<file path="config.mk">
export PLATFORM = sky130hd
export DESIGN_NAME = font_rom_glyph_address_stream_top
export DESIGN_NICKNAME = d
export VERILOG_FILES = /design/src/rtl/frga_pkg.sv /design/src/rtl/frga_fifo.sv /design/src/rtl/frga_front.sv /design/src/rtl/frga_back.sv /design/src/rtl/font_rom_glyph_address_stream_top.sv
export SDC_FILE = /design/constraint.sdc
export NUM_CORES = 1
export LEC_CHECK = 0
export BUFFER_PORTS_ARGS = -buffer_cell sky130_fd_sc_hd__buf_2
export CAP_MARGIN = 20
export CORE_MARGIN = 1
export CORE_UTILIZATION = 50
export CTS_CLUSTER_DIAMETER = 60
export DETAILED_ROUTE_END_ITERATION = 8
export PLACE_DENSITY = 0.65
export SLEW_MARGIN = 5
export SYNTH_ARGS = -nofsm -noshare
export SYNTH_HDL_FRONTEND = slang
export SYNTH_SLANG_ARGS = --single-unit
</file>
<file path="constraint.sdc">
create_clock -name clk -period 7.44 [get_ports clk]
set_clock_uncertainty 0.15 [all_clocks]
set_input_delay 0.744 -clock clk [delete_from_list [all_inputs] [get_ports clk]]
set_output_delay 0.744 -clock clk [all_outputs]
set_load 0.01 [all_outputs]
</file>
<file path="src/rtl/frga_pkg.sv">
`timescale 1ns / 1ps
`default_nettype none
package frga_pkg;

    localparam int unsigned MID_DEPTH_DEF = 2;
    localparam int unsigned OUT_DEPTH_DEF = 2;

    localparam logic [7:0]  ROW_FIRST   = 8'hA1;
    localparam logic [7:0]  ROW_LAST_A  = 8'hA9;
    localparam logic [7:0]  ROW_FIRST_B = 8'hB0;
    localparam logic [7:0]  ROW_LAST_B  = 8'hF7;
    localparam logic [6:0]  COLS        = 7'd94;
    localparam logic [12:0] B_OFFSET    = 13'd846;
    localparam logic [7:0]  PRINT_LO    = 8'h20;
    localparam logic [7:0]  PRINT_HI    = 8'h7E;

    localparam logic [1:0] FAM_GB2312 = 2'd0;
    localparam logic [0:0] CFG_FAMILY = 1'b0;
    localparam logic [0:0] CFG_SIZE   = 1'b1;

    typedef logic [12:0] idx_t;

    typedef struct packed {
        logic [23:0] base;
        logic [7:0]  n;
        logic [7:0]  adv;
    } size_entry_t;

    typedef struct packed {
        idx_t        idx;
        logic [23:0] base;
        logic [7:0]  n;
        logic [15:0] x;
        logic [15:0] y;
    } job_t;

    typedef struct packed {
        logic [23:0] addr;
        logic [7:0]  n;
        logic [15:0] x;
        logic [15:0] y;
    } result_t;

    // n of zero marks a size with no glyphs
    function automatic size_entry_t size_lookup(input logic [1:0] fam, input logic [2:0] sz);
        size_entry_t e;
        e = '{base: 24'h0, n: 8'd0, adv: 8'd0};
        case (fam)
            2'd0:
            begin
                case (sz)
                    3'd1: e = '{24'h000000, 8'd24, 8'd12};
                    3'd2: e = '{24'h02C9D0, 8'd32, 8'd16};
                    3'd3: e = '{24'h068190, 8'd72, 8'd24};
                    3'd4: e = '{24'h0EDF00, 8'd128, 8'd32};
                    default: e = '{24'h0, 8'd0, 8'd0};
                endcase
            end
            2'd1:
            begin
                case (sz)
                    3'd1: e = '{24'h1DDF80, 8'd8, 8'd6};
                    3'd2: e = '{24'h1DE280, 8'd8, 8'd8};
                    3'd3: e = '{24'h1DBE00, 8'd12, 8'd6};
                    3'd4: e = '{24'h1DD780, 8'd16, 8'd8};
                    3'd5: e = '{24'h1DFF00, 8'd48, 8'd12};
                    3'd6: e = '{24'h1E5A50, 8'd64, 8'd16};
                    default: e = '{24'h0, 8'd0, 8'd0};
                endcase
            end
            2'd2:
            begin
                case (sz)
                    3'd1: e = '{24'h1DC400, 8'd26, 8'd8};
                    3'd2: e = '{24'h1DE580, 8'd34, 8'd12};
                    3'd3: e = '{24'h1E22D0, 8'd74, 8'd16};
                    3'd4: e = '{24'h1E99D0, 8'd130, 8'd24};
                    default: e = '{24'h0, 8'd0, 8'd0};
                endcase
            end
            default:
            begin
                case (sz)
                    3'd1: e = '{24'h1DCDC0, 8'd26, 8'd8};
                    3'd2: e = '{24'h1DF240, 8'd34, 8'd12};
                    3'd3: e = '{24'h1E3E90, 8'd74, 8'd16};
                    3'd4: e = '{24'h1ECA90, 8'd130, 8'd24};
                    default: e = '{24'h0, 8'd0, 8'd0};
                endcase
            end
        endcase
        return e;
    endfunction

endpackage
`default_nettype wire

</file>
<file path="src/rtl/frga_fifo.sv">
`timescale 1ns / 1ps
`default_nettype none
module frga_fifo #(
    parameter int unsigned W     = 8,
    parameter int unsigned DEPTH = 2
) (
    input  wire logic         clk,
    input  wire logic         rst_n,
    input  wire logic         wr_en,
    input  wire logic [W-1:0] wr_data,
    output logic              full,
    input  wire logic         rd_en,
    output logic [W-1:0]      rd_data,
    output logic              empty
);
    localparam int unsigned AW = (DEPTH > 1) ? $clog2(DEPTH) : 1;
    localparam int unsigned CW = $clog2(DEPTH + 1);
    localparam logic [AW-1:0] LAST = AW'(DEPTH - 1);

    logic [W-1:0]  mem_reg [DEPTH];
    logic [AW-1:0] wr_ptr_reg, wr_ptr_next;
    logic [AW-1:0] rd_ptr_reg, rd_ptr_next;
    logic [CW-1:0] count_reg, count_next;
    logic          do_wr, do_rd;

    assign full    = (count_reg == CW'(DEPTH));
    assign empty   = (count_reg == '0);
    assign do_wr   = wr_en && !full;
    assign do_rd   = rd_en && !empty;
    assign rd_data = mem_reg[rd_ptr_reg];

    always_comb
    begin
        wr_ptr_next = wr_ptr_reg;
        rd_ptr_next = rd_ptr_reg;
        count_next  = count_reg;
        if (do_wr)
        begin
            wr_ptr_next = (wr_ptr_reg == LAST) ? '0 : wr_ptr_reg + AW'(1);
        end
        if (do_rd)
        begin
            rd_ptr_next = (rd_ptr_reg == LAST) ? '0 : rd_ptr_reg + AW'(1);
        end
        if (do_wr && !do_rd)
        begin
            count_next = count_reg + CW'(1);
        end
        else if (do_rd && !do_wr)
        begin
            count_next = count_reg - CW'(1);
        end
    end

    always_ff @(posedge clk or negedge rst_n)
    begin
        if (!rst_n)
        begin
            wr_ptr_reg <= '0;
            rd_ptr_reg <= '0;
            count_reg  <= '0;
        end
        else
        begin
            wr_ptr_reg <= wr_ptr_next;
            rd_ptr_reg <= rd_ptr_next;
            count_reg  <= count_next;
        end
    end

    always_ff @(posedge clk)
    begin
        if (do_wr)
        begin
            mem_reg[wr_ptr_reg] <= wr_data;
        end
    end

endmodule
`default_nettype wire

</file>
<file path="src/rtl/frga_front.sv">
`timescale 1ns / 1ps
`default_nettype none
module frga_front (
    input  wire logic           clk,
    input  wire logic           rst_n,
    input  wire logic           push,
    input  wire logic [7:0]     text_byte,
    input  wire logic           start_string,
    input  wire logic [15:0]    start_x,
    input  wire logic [15:0]    start_y,
    input  wire logic           cfg_valid,
    input  wire logic [0:0]     cfg_index,
    input  wire logic [2:0]     cfg_data,
    input  wire logic           job_full,
    output logic                job_push,
    output frga_pkg::job_t      job
);
    import frga_pkg::*;

    logic [1:0]  family_reg;
    logic [2:0]  size_reg;
    logic [15:0] pen_x_reg, pen_x_next;
    logic [15:0] pen_y_reg, pen_y_next;
    logic [7:0]  lead_reg, lead_next;
    logic        second_reg, second_next;
    logic        ended_reg, ended_next;

    logic        accept;
    size_entry_t ent;
    logic        row_a, row_b;
    logic [6:0]  row_num;
    logic [7:0]  col;
    logic [13:0] row_base;

    assign accept = push && !job_full;
    assign ent    = size_lookup(family_reg, size_reg);
    assign row_a  = (lead_reg >= ROW_FIRST) && (lead_reg <= ROW_LAST_A);
    assign row_b  = (lead_reg >= ROW_FIRST_B) && (lead_reg <= ROW_LAST_B);
    assign row_num  = row_a ? 7'(lead_reg - ROW_FIRST) : 7'(lead_reg - ROW_FIRST_B);
    assign row_base = row_num * COLS;
    assign col      = text_byte - ROW_FIRST;

    always_comb
    begin
        pen_x_next  = pen_x_reg;
        pen_y_next  = pen_y_reg;
        lead_next   = lead_reg;
        second_next = second_reg;
        ended_next  = ended_reg;
        job_push    = 1'b0;
        job.idx     = '0;
        job.base    = ent.base;
        job.n       = ent.n;
        job.x       = pen_x_reg;
        job.y       = pen_y_reg;
        if (accept)
        begin
            if (start_string)
            begin
                pen_x_next  = start_x;
                pen_y_next  = start_y;
                second_next = 1'b0;
                ended_next  = 1'b0;
            end
            job.x = pen_x_next;
            job.y = pen_y_next;
            if (!ended_next && ent.n != 8'd0)
            begin
                if (family_reg == FAM_GB2312)
                begin
                    if (!second_next)
                    begin
                        if (text_byte == 8'd0)
                        begin
                            ended_next = 1'b1;
                        end
                        else
                        begin
                            lead_next   = text_byte;
                            second_next = 1'b1;
                        end
                    end
                    else
                    begin
                        job_push = (text_byte >= ROW_FIRST) && (row_a || row_b);
                        job.idx  = idx_t'(row_base) + idx_t'(col)
                                 + (row_b ? B_OFFSET : idx_t'(0));
                        second_next = 1'b0;
                        pen_x_next  = pen_x_next + 16'(ent.adv);
                    end
                end
                else
                begin
                    second_next = 1'b0;
                    if (text_byte == 8'd0)
                    begin
                        ended_next = 1'b1;
                    end
                    else
                    begin
                        job_push = (text_byte >= PRINT_LO) && (text_byte <= PRINT_HI);
                        job.idx  = idx_t'(text_byte - PRINT_LO);
                        pen_x_next = pen_x_next + 16'(ent.adv);
                    end
                end
            end
        end
    end

    always_ff @(posedge clk or negedge rst_n)
    begin
        if (!rst_n)
        begin
            family_reg <= 2'd0;
            size_reg   <= 3'd1;
            pen_x_reg  <= '0;
            pen_y_reg  <= '0;
            lead_reg   <= '0;
            second_reg <= 1'b0;
            ended_reg  <= 1'b1;
        end
        else
        begin
            if (cfg_valid)
            begin
                case (cfg_index)
                    CFG_FAMILY: family_reg <= cfg_data[1:0];
                    CFG_SIZE:   size_reg   <= cfg_data;
                    default:    size_reg   <= size_reg;
                endcase
            end
            pen_x_reg  <= pen_x_next;
            pen_y_reg  <= pen_y_next;
            lead_reg   <= lead_next;
            second_reg <= second_next;
            ended_reg  <= ended_next;
        end
    end

endmodule
`default_nettype wire

</file>
<file path="src/rtl/frga_back.sv">
`timescale 1ns / 1ps
`default_nettype none
module frga_back (
    input  wire logic           clk,
    input  wire logic           rst_n,
    input  wire logic           job_valid,
    input  wire frga_pkg::job_t job,
    output logic                job_pop,
    input  wire logic           res_full,
    output logic                res_push,
    output frga_pkg::result_t   res
);
    import frga_pkg::*;

    logic        valid_reg;
    logic [20:0] prod_reg;
    logic [23:0] base_reg;
    logic [7:0]  n_reg;
    logic [15:0] x_reg;
    logic [15:0] y_reg;
    logic        advance;

    // hold a filled multiply stage while the result queue is full
    assign advance  = !valid_reg || !res_full;
    assign job_pop  = job_valid && advance;
    assign res_push = valid_reg && !res_full;
    assign res.addr = base_reg + 24'(prod_reg);
    assign res.n    = n_reg;
    assign res.x    = x_reg;
    assign res.y    = y_reg;

    always_ff @(posedge clk or negedge rst_n)
    begin
        if (!rst_n)
        begin
            valid_reg <= 1'b0;
        end
        else if (advance)
        begin
            valid_reg <= job_valid;
        end
    end

    always_ff @(posedge clk)
    begin
        if (job_pop)
        begin
            prod_reg <= job.idx * job.n;
            base_reg <= job.base;
            n_reg    <= job.n;
            x_reg    <= job.x;
            y_reg    <= job.y;
        end
    end

endmodule
`default_nettype wire

</file>
<file path="src/rtl/font_rom_glyph_address_stream_top.sv">
`timescale 1ns / 1ps
`default_nettype none
// Path: a byte that completes a glyph is written to the middle queue, then held in
//   the multiply stage, then written to the request queue, then shows on the ports.
// Throughput: one byte and one glyph request per cycle while neither queue is full, paced
//   by the multiply stage of the back end (glyph index times byte count, then add base).
// Reset (rst_n low, async): queues empty, pen and pair phase cleared, no string
//   active, family 0 and size 1 selected.
module font_rom_glyph_address_stream_top #(
    parameter int unsigned MID_DEPTH = frga_pkg::MID_DEPTH_DEF,
    parameter int unsigned OUT_DEPTH = frga_pkg::OUT_DEPTH_DEF
) (
    input  wire logic        clk,
    input  wire logic        rst_n,
    // byte input, queue style
    input  wire logic        push,
    output logic             full,
    input  wire logic [7:0]  text_byte,
    input  wire logic        start_string,
    input  wire logic [15:0] start_x,
    input  wire logic [15:0] start_y,
    // glyph requests, queue style
    output logic             empty,
    input  wire logic        pop,
    output logic [23:0]      rom_address,
    output logic [7:0]       byte_count,
    output logic [15:0]      glyph_x,
    output logic [15:0]      glyph_y,
    // register writes
    input  wire logic        cfg_valid,
    output logic             cfg_ready,
    input  wire logic [0:0]  cfg_index,
    input  wire logic [2:0]  cfg_data
);
    import frga_pkg::*;

    job_t    fe_job, be_job;
    logic    fe_push, mid_full, mid_empty, be_pop;
    result_t be_res, out_res;
    logic    res_push, res_full;

    // the user must write registers only between strings (not enforced here); take them at once
    assign cfg_ready = 1'b1;
    // stall the byte input only on a full middle queue
    assign full = mid_full;

    // front: tracks pen, pair phase and string end; classifies each byte
    frga_front u_front (
        .clk          (clk),
        .rst_n        (rst_n),
        .push         (push),
        .text_byte    (text_byte),
        .start_string (start_string),
        .start_x      (start_x),
        .start_y      (start_y),
        .cfg_valid    (cfg_valid),
        .cfg_index    (cfg_index),
        .cfg_data     (cfg_data),
        .job_full     (mid_full),
        .job_push     (fe_push),
        .job          (fe_job)
    );

    // decouple front and back so each can stall on its own
    frga_fifo #(
        .W     ($bits(job_t)),
        .DEPTH (MID_DEPTH)
    ) u_mid_q (
        .clk     (clk),
        .rst_n   (rst_n),
        .wr_en   (fe_push),
        .wr_data (fe_job),
        .full    (mid_full),
        .rd_en   (be_pop),
        .rd_data (be_job),
        .empty   (mid_empty)
    );

    // back: multiply, then add base into the request queue
    frga_back u_back (
        .clk       (clk),
        .rst_n     (rst_n),
        .job_valid (!mid_empty),
        .job       (be_job),
        .job_pop   (be_pop),
        .res_full  (res_full),
        .res_push  (res_push),
        .res       (be_res)
    );

    frga_fifo #(
        .W     ($bits(result_t)),
        .DEPTH (OUT_DEPTH)
    ) u_out_q (
        .clk     (clk),
        .rst_n   (rst_n),
        .wr_en   (res_push),
        .wr_data (be_res),
        .full    (res_full),
        .rd_en   (pop),
        .rd_data (out_res),
        .empty   (empty)
    );

    assign rom_address = out_res.addr;
    assign byte_count  = out_res.n;
    assign glyph_x     = out_res.x;
    assign glyph_y     = out_res.y;

endmodule
`default_nettype wire

</file>
==> results.json, run 1 <==
{
  "clk_latency_ns": 0.56,
  "worst_pin_slew_ns": 1.01,
  "synth_cells": 1599,
  "wl_met3_mm": 1.71,
  "async_flop_share": 0.145,
  "ys_warn_count": 0,
  "rr_endpoint": "u_mid_q.mem_reg[0][76]",
  "cts_max_level": 2,
  "place_area_um2": 21900,
  "relSlewSlack": 0.330,
  "antenna_found_initial": 0,
  "drc": 0,
  "grt_overflow": 0,
  "path_common_cell": "inv_1",
  "grt_max_degree": 62,
  "ant_nets": 0,
  "timing.reg2reg.setup_slack_ns": 0.45,
  "final_layout_size_suffix_gt1_frac": 0.222,
  "wl_mm": 39.8,
  "grt_pass1_vias": 12600,
  "hpwl_mm": 27.9,
  "rsz0062_at_grt": "no",
  "synth_top_area_frac": 0.477,
  "fp.dieW_um": 206,
  "start_util": 0.509,
  "cp_slowest_cell": "fa_1",
  "std_cell_rows": 74,
  "die_h_um": 206,
  "ios": 117,
  "antenna_cells": 0,
  "final_area_um2": 23400,
  "maxCapViolations": 0,
  "vias_per_cell": 5.41,
  "dr.pass1.iters": 5,
  "ys_ff_latch": 387,
  "hold_class": "in -> async",
  "timing.hold.ws_ns": 0.218,
  "synth.area.top_cells": "edfxtp_1 (48%), mux2_2 (9.0%), ha_1 (7.3%), fa_1 (7.2%), dfrtp_1 (6.5%)",
  "track_usage": 0.194,
  "setup_viol": 0,
  "grt_pass1_wl_mm": 64.6,
  "dr_wl_met2_mm": 19.1,
  "die_area_um2": 42500,
  "cts_buffers": 43,
  "synth_top_flop_cell": "edfxtp_1",
  "avgRoutedWirePerCell_um": 17.5,
  "nets": 1961,
  "cts-root-buf": "clkbuf_16",
  "crit-reg2reg-launch": "u_front.lead_reg[0]",
  "synth.cell_area_um2": 20800,
  "timing.fmax_mhz": 143,
  "fin_crit_sh": 0.939,
  "tns_ns": 0,
  "status": "completed",
  "finalHoldViolCount": 0,
  "synth_largest_area_cell": "edfxtp_1",
  "core_area_um2": 40900,
  "crit_path_start_kind": "register",
  "r2r_cells": 25,
  "critPathMaxStageDelay_ns": 0.53,
  "crit_required_ns": 7.58,
  "tritoncts": "built",
  "drt_iter0_markers": 808,
  "synth.distinct_cells": 76,
  "fin_crit_ns": 6.99,
  "largest_reg_flops": 136,
  "cp_max_fo": 9,
  "wl_met1_mm": 18.1,
  "arrival_ns": 7.12,
  "dpl.cell_count": 2200,
  "end_kind": "register",
  "cts_buffer_depth": 3,
  "syn_avg_cell_area_um2": 13.0,
  "synth_edf_count": 331,
  "clk_pin_slew_ns": 0.06,
  "ys_seq_area_frac": 0.545,
  "area_delta_synth_final_pct": 12.5,
  "numPortBuffers": 111,
  "final_cells": 2278,
  "place_congestion": 0.859,
  "dr.max_layer_used": "met4",
  "clock_sinks": 387,
  "drv_slew": 0,
  "num_vias": 12300,
  "critical_path_class": "reg -> reg"
}
-- worst max-delay path, delay by kind of cell (launching register included) --
| family | cells | cell delay (ns) |
|---|---|---|
| AO/OA/AOI/OAI | 7 | 1.77 |
| AND/OR/NAND/NOR | 3 | 0.53 |
| XOR/XNOR | 3 | 0.83 |
| adder cells (fa/ha/maj) | 7 | 2.62 |
| buffers and inverters | 5 | 0.40 |
| flip-flops | 1 | 0.41 |
-- layout make-up --
class / count / area (µm²)
clock buffers: 55 / 1170
clock inverters: 22 / 319
fillers: 3313 / 17500
inverters: 116 / 435
multi-input cells: 1038 / 8800
flip-flops and latches: 387 / 11300
well taps: 532 / 666
repair buffers: 128 / 683
-- synth_stat cells, drive strengths merged (10+ instances only) --
cell type / number
fa: 75
ha: 122
dfrtp: 54
edfxtp: 331
buf: 18
inv: 115
a21o: 10
nor3: 22
nand3: 15
nand2: 119
mux2: 167
nor2b: 17
a21oi: 59
clkbuf: 43
xnor2: 48
o21ai: 66
nor2: 130
nand2b: 11
mux2i: 26
o21a: 13
xor2: 20
-- cells by family (layout without fill, tap and decap cells) --
logic type                 after synthesis  after routing  synth area share
AOI/OAI and AO/OA                      217            217            0.0652
other                                    2              5          0.000361
and+or+nand+nor                        355            355            0.0764
xor gates and xnor gates                69             69            0.0297
adders and majority gates              199            199             0.146
DFF                                    387            387             0.545
muxes                                  193            193             0.103
buffers and inverters                  177            321            0.0342
-- layout by cell type (no fill, tap or decap), types with 52 or more instances in the layout --
master and count:
edfxtp_1 331, buf_2 111, ha_1 122, nor2_1 128, mux2_2 167, inv_1 114
fa_1 75, o21ai_0 66, nand2_1 119, a21oi_1 59, dfrtp_1 52
-- worst max path at each step --
stage	start	endpoint	slack, ns	cells after the start
final	u_front.lead_reg[0]	u_mid_q.mem_reg[0][76]	0.45	25
after global routing	u_front.lead_reg[0]	u_mid_q.mem_reg[0][76]	0.03	25
after CTS	u_front.lead_reg[0]	u_mid_q.mem_reg[0][76]	0.45	25
after detailed placement	u_front.lead_reg[0]	u_mid_q.mem_reg[0][76]	0.51	25
after global placement	u_front.lead_reg[0]	u_mid_q.mem_reg[0][75]	0.71	21
after floorplan	u_front.lead_reg[0]	u_mid_q.mem_reg[0][76]	1.18	23
-- routing by layer --
layer  up-vias  GRT usage
met5         -          0
met4         0     0.0570
met2       287      0.324
met3        76     0.0315
met1      6021      0.261
li1       5938          -
-- metrics by stage --
step	worst slack [ns]	util
2_1_floorplan	1.18	-
3_3_place_gp	0.714	0.536
3_5_place_dp	0.513	0.536
4_1_cts	0.447	0.572
5_1_grt	0.0321	0.572
6_report	0.455	0.572
-- timing repair --
action | 4_1_cts | 5_1_grt
resized for setup | 0 | 2
setup endpoints to repair | 0 | 4
hold buffers | 0 | 0
setup buffers | 0 | 0
Power of run 1 is not shown: default switching activity piles up to over one toggle a cycle in this logic, so the estimate is an artifact.
==> run 2: changes to the inputs <==
--- a/config.mk
+++ b/config.mk
@@ -6,11 +6,13 @@
 export NUM_CORES = 1
 export LEC_CHECK = 0
 export BUFFER_PORTS_ARGS = -buffer_cell sky130_fd_sc_hd__buf_2
-export CAP_MARGIN = 20
+export CAP_MARGIN = 10
 export CORE_MARGIN = 1
 export CORE_UTILIZATION = 50
 export CTS_CLUSTER_DIAMETER = 60
 export DETAILED_ROUTE_END_ITERATION = 8
+export GPL_TIMING_DRIVEN = 0
+export HOLD_SLACK_MARGIN = 0.03
 export PLACE_DENSITY = 0.65
 export SLEW_MARGIN = 5
 export SYNTH_ARGS = -nofsm -noshare
==> run 2 against run 1 <==
Routed wire length is 5.5% higher. Global-route usage is 0.90 points higher. Core utilization is 0.66 points higher. Setup slack worse by 0.0017 ns. Critical path depth is 2 lower. Flip-flop and latch count stayed put. Register-to-register slack hardly changed. Final cell count is 2.2% higher. Fmax hardly changed. Die area stayed put. Non-clock buffer count is 49 higher. Via count is 1.4% higher. Critical path type unchanged. Critical endpoint unchanged. Largest cell class unchanged.
==> results.json, run 2 (synthesized netlist as in run 1, its figures left out) <==
{
  "num_vias": 12500,
  "drv_slew": 0,
  "final_layout_size_suffix_gt1_frac": 0.212,
  "path_common_cell": "fa_1",
  "ant_nets": 0,
  "die_h_um": 206,
  "grt_max_degree": 57,
  "timing.hold.ws_ns": 0.116,
  "crit_required_ns": 7.58,
  "core_area_um2": 40900,
  "ios": 117,
  "cts_buffers": 42,
  "fin_crit_ns": 6.99,
  "clk_latency_ns": 0.58,
  "vias_per_cell": 5.36,
  "grt_overflow": 0,
  "hpwl_mm": 30.9,
  "place_congestion": 0.893,
  "relSlewSlack": 0.226,
  "cts_buffer_depth": 3,
  "worst_pin_slew_ns": 1.13,
  "start_util": 0.509,
  "final_common_cell": "edfxtp_1",
  "setup_viol": 0,
  "timing.fmax_mhz": 143,
  "finalHoldViolCount": 0,
  "drc": 0,
  "nets": 2009,
  "drt_iter0_markers": 805,
  "rsz0062_at_grt": "no",
  "status": "completed",
  "grt_pass1_wl_mm": 66.2,
  "avgRoutedWirePerCell_um": 18.0,
  "grt_pass1_vias": 12600,
  "largest_reg_flops": 136,
  "clk_pin_slew_ns": 0.06,
  "arrival_ns": 7.12,
  "layout_common_cells": "edfxtp_1 (331), mux2_2 (167), nor2_1 (128)",
  "fp.dieW_um": 206,
  "crit_path_start_kind": "register",
  "critPathMaxStageDelay_ns": 0.56,
  "cp_max_fo": 9,
  "die_area_um2": 42500,
  "track_usage": 0.203,
  "cp_cell_sequence": "inv_1 > ha_1 > or2b_2 > a311oi_1 > o221a_1 > buf_6 > nand2_1 > xnor2_1 > fa_1 > ha_1 > fa_1 > inv_1 > fa_1 > xnor2_1 > fa_1 > ha_1 > nand2_1 > o21ai_0 > o31a_1 > o31a_1 > o22ai_1 > xor2_1 > o22ai_1",
  "ctsHoldBuffers": 0,
  "tritoncts": "built",
  "wl_mm": 42.0,
  "cts_max_level": 2,
  "critical_path_class": "reg -> reg",
  "cts-root-buf": "clkbuf_16",
  "hold_class": "in -> async",
  "area_delta_synth_final_pct": 13.8,
  "antenna_found_initial": 2,
  "end_kind": "register",
  "dr.pass1.iters": 5,
  "fin_crit_sh": 0.939,
  "numPortBuffers": 109,
  "cp_slowest_cell": "fa_1",
  "maxCapViolations": 0,
  "std_cell_rows": 74,
  "clock_sinks": 387
}
[run 2: repair_timing]
action,in CTS,in global routing
buffers inserted,0,0
resized for setup,0,5
endpoints found under the setup margin,0,8
[run 2: final cells by class]
type,instances,area [µm²]
clock buffers,61,1180
repair buffers,116,711
clock inverters,17,268
plain buffers,61,278
diodes,1,2.50
fillers,3317,17200
multi-input cells,1038,8810
inverters,116,438
flip-flops and latches,387,11300
well taps,532,666
[run 2: final timing paths]
check                               startpoint  slack, ns  cells past startpoint                      to
max                        u_front.lead_reg[0]       0.45                     23  u_mid_q.mem_reg[0][76]
min                                      rst_n       0.12                      1   u_front.pen_x_reg[14]
max reg2reg                u_front.lead_reg[0]       0.45                     23  u_mid_q.mem_reg[0][76]
min reg2reg                    u_back.y_reg[9]       0.29                      0   u_out_q.mem_reg[0][9]
max in group asynchronous                rst_n       6.48                      1    u_front.pen_y_reg[7]
min in group clk                    start_y[4]       0.29                      2    u_front.pen_y_reg[4]
[run 2: routing by layer]
metal / vias to the layer above / share of wire / track usage / wire (µm)
met5: - / 0 / 0 / 0
met4: 0 / 0.024 / 0.0654 / 1020
met3: 61 / 0.049 / 0.0377 / 2050
met2: 311 / 0.48 / 0.334 / 20200
met1: 6071 / 0.45 / 0.272 / 18800
li1: 6046 / - / - / -
[run 2: stage by stage]
step / cells / util / area [µm²] / TNS, ns / setup slack (ns)
floorplan: 1602 / - / 20800 / 0 / 1.18
global placement: 2243 / 0.539 / 22000 / -73.47 / -1.09
detailed placement: 2250 / 0.543 / 22200 / 0 / 0.211
CTS: 2328 / 0.579 / 23700 / 0 / 0.193
global route: 2329 / 0.579 / 23700 / 0 / 0.0433
finish: 2329 / 0.579 / 23700 / 0 / 0.453
[run 2: critical path: cells and delay by family (launching register included)]
kind / cells / cell delay, ns
xor gates and xnor gates: 3 / 0.90
AOI/OAI and AO/OA: 7 / 1.55
DFF: 1 / 0.44
adders and majority gates: 7 / 2.80
buffers and inverters: 3 / 0.36
and+or+nand+nor: 3 / 0.48
Power of run 2 is left out for the same reason.
